$ cat config.mk
export PLATFORM = sky130hd
export DESIGN_NAME = fselt_len_ram
export DESIGN_NICKNAME = d
export VERILOG_FILES = /design/src/rtl/fselt_pkg.sv /design/src/rtl/fselt_len_ram.sv
export SDC_FILE = /design/constraint.sdc
export NUM_CORES = 1
export LEC_CHECK = 0
export BUFFER_PORTS_ARGS = -buffer_cell sky130_fd_sc_hd__buf_4
export CAP_MARGIN = 20
export CORE_MARGIN = 2
export CORE_UTILIZATION = 45
export DETAILED_ROUTE_END_ITERATION = 6
export PLACE_DENSITY = 0.7
export SLEW_MARGIN = 10
export SYNTH_ARGS = -nofsm -noshare
export SYNTH_HDL_FRONTEND = slang
export SYNTH_SLANG_ARGS = --single-unit
$ cat constraint.sdc
create_clock -name clk -period 4.3 [get_ports clk]
set_input_delay 0.43 -clock clk [delete_from_list [all_inputs] [get_ports clk]]
set_output_delay 0.43 -clock clk [all_outputs]
set_load 0.02 [all_outputs]
$ cat src/rtl/fselt_pkg.sv
// Package for the shared/exclusive lock table: widths, codes, FSM state type and memory request type.
// No dependencies.
package fselt_pkg;
    localparam int NUM_ITEMS   = 64;
    localparam int QUEUE_DEPTH = 16;
    localparam int ITEM_W      = 6;
    localparam int CLIENT_W    = 4;
    localparam int POS_W       = $clog2(QUEUE_DEPTH);
    localparam int LEN_W       = $clog2(QUEUE_DEPTH + 1);
    localparam int ADDR_W      = ITEM_W + POS_W;
    localparam int ENTRY_W     = CLIENT_W + 1;

    localparam logic [1:0] MODE_SHARED  = 2'd0;
    localparam logic [1:0] MODE_EXCL    = 2'd1;
    localparam logic [1:0] MODE_RELEASE = 2'd2;
    localparam logic [1:0] MODE_UNUSED  = 2'd3;

    localparam logic [1:0] RK_GRANTED   = 2'd0;
    localparam logic [1:0] RK_RELEASED  = 2'd1;
    localparam logic [1:0] RK_EMPTY_ERR = 2'd2;
    localparam logic [1:0] RK_FULL_ERR  = 2'd3;

    typedef enum logic [2:0] {
        ST_IDLE,
        ST_LEN,
        ST_SEARCH,
        ST_SHIFT,
        ST_GRANT
    } state_t;

    typedef struct packed {
        logic                we;
        logic [ADDR_W-1:0]   waddr;
        logic [ENTRY_W-1:0]  wdata;
        logic [ADDR_W-1:0]   raddr;
    } mem_req_t;
endpackage

$ cat src/rtl/fselt_len_ram.sv
// Queue length store with per-item valid bits so reset reads as empty.
// Depends on fselt_pkg.
module fselt_len_ram (
    input  logic                          clk,
    input  logic                          rst_n,
    input  logic                          we,
    input  logic [fselt_pkg::ITEM_W-1:0]  addr,
    input  logic [fselt_pkg::LEN_W-1:0]   wdata,
    output logic [fselt_pkg::LEN_W-1:0]   rdata
);
    import fselt_pkg::*;

    logic [LEN_W-1:0]     mem [NUM_ITEMS];
    logic [NUM_ITEMS-1:0] vld_reg;
    logic [LEN_W-1:0]     q_reg;
    logic                 qv_reg;

    always_ff @(posedge clk or negedge rst_n)
    begin
        if (!rst_n)
        begin
            vld_reg <= '0;
            qv_reg  <= 1'b0;
        end
        else
        begin
            if (we)
            begin
                vld_reg[addr] <= 1'b1;
            end
            qv_reg <= vld_reg[addr];
        end
    end

    always_ff @(posedge clk)
    begin
        if (we)
        begin
            mem[addr] <= wdata;
        end
        q_reg <= mem[addr];
    end

    assign rdata = qv_reg ? q_reg : '0;
endmodule

; Word level (Yosys, flattened, before mapping)
; Memory sizes are Yosys's and may differ from the RTL's. A register that Yosys moved wholly into a read port is not among the register bits.
; Cells that the tools add are included.
; W data, S select, Z words.
[op_classes]
n_lt_le_gt_ge = 2
mux = 7
bitwise_logic = 1
n_reduce_logical = 1
[ops]
columns = cell, count
row1 = $or A64 B64 Y64, 1
row2 = $lt A6 B7 Y1 const B, 1
row3 = $bmux W1 S6, 1
row4 = $demux W1 S6, 1
row5 = $ge A6 B1 Y1 const B, 1
row6 = $mux W5, 1
row7 = $mux W1, 4
row8 = $logic_and A1 B1 Y1, 1
[word_totals]
regBits = 65
ram_bits = 320
out_inout_bits = 5
elab_cells = 14
mem_count = 1
[mem_list]
columns = memory, depth, word_bits, rd, rd_ports_with_merged_regs, write_ports, line_no
row1 = mem, 64, 5, 1, 1, 1, fselt_len_ram.sv:13  ; logic [LEN_W-1:0] mem [NUM_ITEMS];

; Depth between registers and ports, before layout
[depth]
depth_word = 5
depth_mapped = 9

; Worst setup path after synthesis
; OpenSTA, ideal clock, no wires.
[synth_path]
path_kind = input-to-reg
from = input addr[0] (netlist bit)
to = memory mem[0][0] (netlist bit), enable pin
setup_ns = 0.344
arrival_time_ns = 1.602
required_time_ns = 3.956
slack_ns = 2.354
path_stages = 6
cell_sequence = buf_2 nor2_1 buf_2 buf_2 nand2_1 nor2_1
[synth_lines]
columns = element, line_no
row1 = start: declaration, fselt_len_ram.sv:7  ; input logic [fselt_pkg::ITEM_W-1:0] addr,
row2 = end: declaration, fselt_len_ram.sv:13
; No word-level cell before the write port.

==> metrics.md <==
| Metric | Value |
|---|---|
| Final ANT Viol Nets | `0` |
| Crit share post-route | `61.4%` |
| # Max-Cap Violations | `0` |
| CTS root buffer | `clkbuf_16` |
| Largest family of logic cells by synthesized area | `compound AO/OA/AOI/OAI gates` |
| CP required | `4.68 ns` |
| Pleak | `0.00590 uW` |
| Drt total wl | `42800 um` |
| Final WS setup | `1.66 ns` |
| Post-Synth Simple-Gate Area | `8.89%` |
| Crit Path Category | `input pin to flop` |
| Most frequent cells after synthesis | `320 x edfxtp_1, 80 x a22oi_1, 73 x nor2_1` |
| Core area | `34400 um^2` |
| Mapped Cells | `1003` |
| Syn Area/Cell | `15.6 um^2` |
| CTS tree | `yes` |
| R2R depth | `5` |
| First drt pass iteration count | `6` |
| Clk sinks | `390` |
| Mux share of post-synthesis cell area | `5.04%` |
| Hold Crit Class | `input pin to async pin` |
| Net Count, Synth | `1017` |
| Most frequent cell after synthesis | `edfxtp_1` |
| Syn-to-layout area delta | `11.9%` |
| Dominant cells by area after synthesis | `edfxtp_1 62%, dfrtp_1 10%, a22oi_1 3.8%` |
| Drt drc | `0` |
| Die Area | `36200 um^2` |
| Largest net degree at the start of global routing | `67` |
| Placed Area | `16100 um^2` |
| Post-synth EDFFs | `320` |
| Sequential area share after synthesis | `72.6%` |
| Initial detailed-routing violation count | `1369` |
| Initial antenna violation count | `1` |
| GP Congestion | `0.932` |
| Synth Area in Compound Gates | `11.0%` |
| Ys flop type | `edfxtp_1` |
| Cell variety after synth | `57` |
| Fin area | `17500 um^2` |
| Port Buf Inserts | `18` |
| Unrepaired setup endpoints after global routing | `no` |
| R2R Path Start | `mem[33][1]$_DFFE_PP_` |
| CTS buffer count | `40` |
| CP startpoint kind | `input pin` |
| Critical path launch point | `addr[0]` |
| Via count | `9738` |
| Starting utilization of the core area | `45.4%` |
| I/O pins | `19` |
| Drt wl/cell | `28.5 um` |
| Nets@finish | `1025` |
| Pre-CTS WS | `1.22 ns` |
| Clock-pin slew on the worst setup and hold paths | `0.06 ns` |
| FF-to-FF setup slack | `2.34 ns` |
| Area leader, netlist | `edfxtp_1` |
| CTS H-tree lvls | `2` |
| Total track usage | `23.7%` |
| Synth Warn # | `0` |
| Clock Latency Late Sink | `0.55 ns` |
| Pwr per Cell Area | `482 nW/um^2` |
| Slew margin rel. | `27.5%` |
| Final setup viols | `0` |
| Share of cells above drive strength 1 | `20.6%` |
| Post-synth top area share | `61.5%` |
| Adder-cell area share of the yosys netlist | `0%` |
| Tmin final | `2.64 ns` |
| Die width | `190 um` |
| Status | `completed` |
| Final Max Tran Viols | `0` |
| RR Endpoint | `q_reg[1]$_DFF_P_` |
| Vias per inst | `6.50` |
| Wire length of the first global-routing pass | `63100 um` |
| Setup crit end kind | `flop` |
| FP Rows | `68` |
| TNS Setup | `0 ns` |
| Max reg flops | `320` |
| Async set-reset flop share out of synthesis | `16.7%` |
| Worst VDD drop | `0.331 mV` |
| Crit-path max FO | `63` |
| CTS Buffer Depth | `3` |
| Hpwl dp | `25400 um` |
| Die height | `190 um` |
| Seq cells post-synth | `390` |
| Max frequency | `0.379 GHz` |
| Xor/xnor share of the synthesized area | `0%` |
| Synth Cell Area | `15600 um^2` |
| Vias in the first global route | `9457` |
| Setup Skew | `0.0231 ns` |
| Worst EP arrival | `3.02 ns` |
| Hold Violations, Final | `0` |
| Overflow after GRT | `0` |
| Worst slew pin tran | `1.09 ns` |
## cell families (layout without fill, tap and decap cells)
logic type             Yosys count  in the layout
AND/OR/NAND/NOR                251            251
buffers and inverters           76            116
multiplexers                    64             64
AO/OA/AOI/OAI                  222            222
flip-flops                     390            390
other                            0              1
## where the power goes
part	switching (uW)	total, uW	leakage (uW)	internal, uW
combinational	379	606	0.00152	227
sequential	75.9	4310	0.00373	4240
clock	1420	3500	0.000651	2080
total	1870	8420	0.00590	6540
## placed cells by master (no fill, tap or decap), types with 8 or more instances in the layout
cell,Yosys,layout
a21oi_1,12,12
a221o_1,8,8
a221oi_1,38,38
a22oi_1,80,80
and2_1,9,9
and3_1,10,10
buf_4,6,37
clkbuf_1,30,10
clkbuf_16,0,41
dfrtp_1,65,65
edfxtp_1,320,320
mux2_2,37,37
mux2i_1,19,19
mux4_2,8,8
nand2_1,21,21
nand3b_1,12,12
nor2_1,73,71
nor3b_1,11,11
o211ai_1,8,8
o21ai_0,10,10
o221ai_1,20,20
o22ai_1,11,11
or2_2,64,64
## worst max-delay path by stage
stage                                endpoint  slack, ns  depth (start not counted)
final                        q_reg[4]$_DFF_P_       1.66                          7
after global routing         qv_reg$_DFF_PN0_       1.68                          7
after CTS                    q_reg[4]$_DFF_P_       1.80                          7
after detailed placement     q_reg[4]$_DFF_P_       1.22                          7
after global placement       q_reg[4]$_DFF_P_       1.20                          7
after floorplan           mem[0][0]$_DFFE_PP_       2.35                          6
## cell type report
type / count / area (um^2)
Antenna cell: 1 / 2.50
Clock buffer: 56 / 1130
Clock inverter: 18 / 190
Fill cell: 2796 / 16900
Inverter: 3 / 11.3
Multi-Input combinational cell: 537 / 3920
Sequential cell: 390 / 11300
Tap cell: 455 / 569
Timing Repair Buffer: 39 / 315
## critical path, cell delays in order
cell      delay (ns)
buf_4           0.59
inv_1           0.51
buf_4           0.34
a221oi_1        0.39
nor2_1          0.10
o21ai_0         0.50
nand4_1         0.15
## per-layer routing
metal / part of all wire (%) / vias to the layer above / track usage (%)
met2: 45 / 641 / 35.6
met3: 12 / 129 / 6.33
met4: 4.0 / 2 / 8.35
li1: - / 3997 / -
met1: 38 / 4969 / 33.5
met5: 0.026 / - / 0
## stage by stage
stage	hold slack, ns	power, uW	utilization (%)	cells
finish	0.378	8420	50.8	1499
global route	0.417	8630	50.8	1498
CTS	0.113	8420	50.7	1496
detailed placement	0.447	4970	46.9	1422
global placement	0.448	4960	46.9	1422
floorplan	0.134	4720	-	1003
## timing repair
action,CTS,global route
hold buffers,0,1
setup endpoints to repair,0,0
hold endpoints to repair,0,23
setup buffers,0,0
gates resized for setup,0,0
Note: power is estimated with default switching activity, not from simulation.
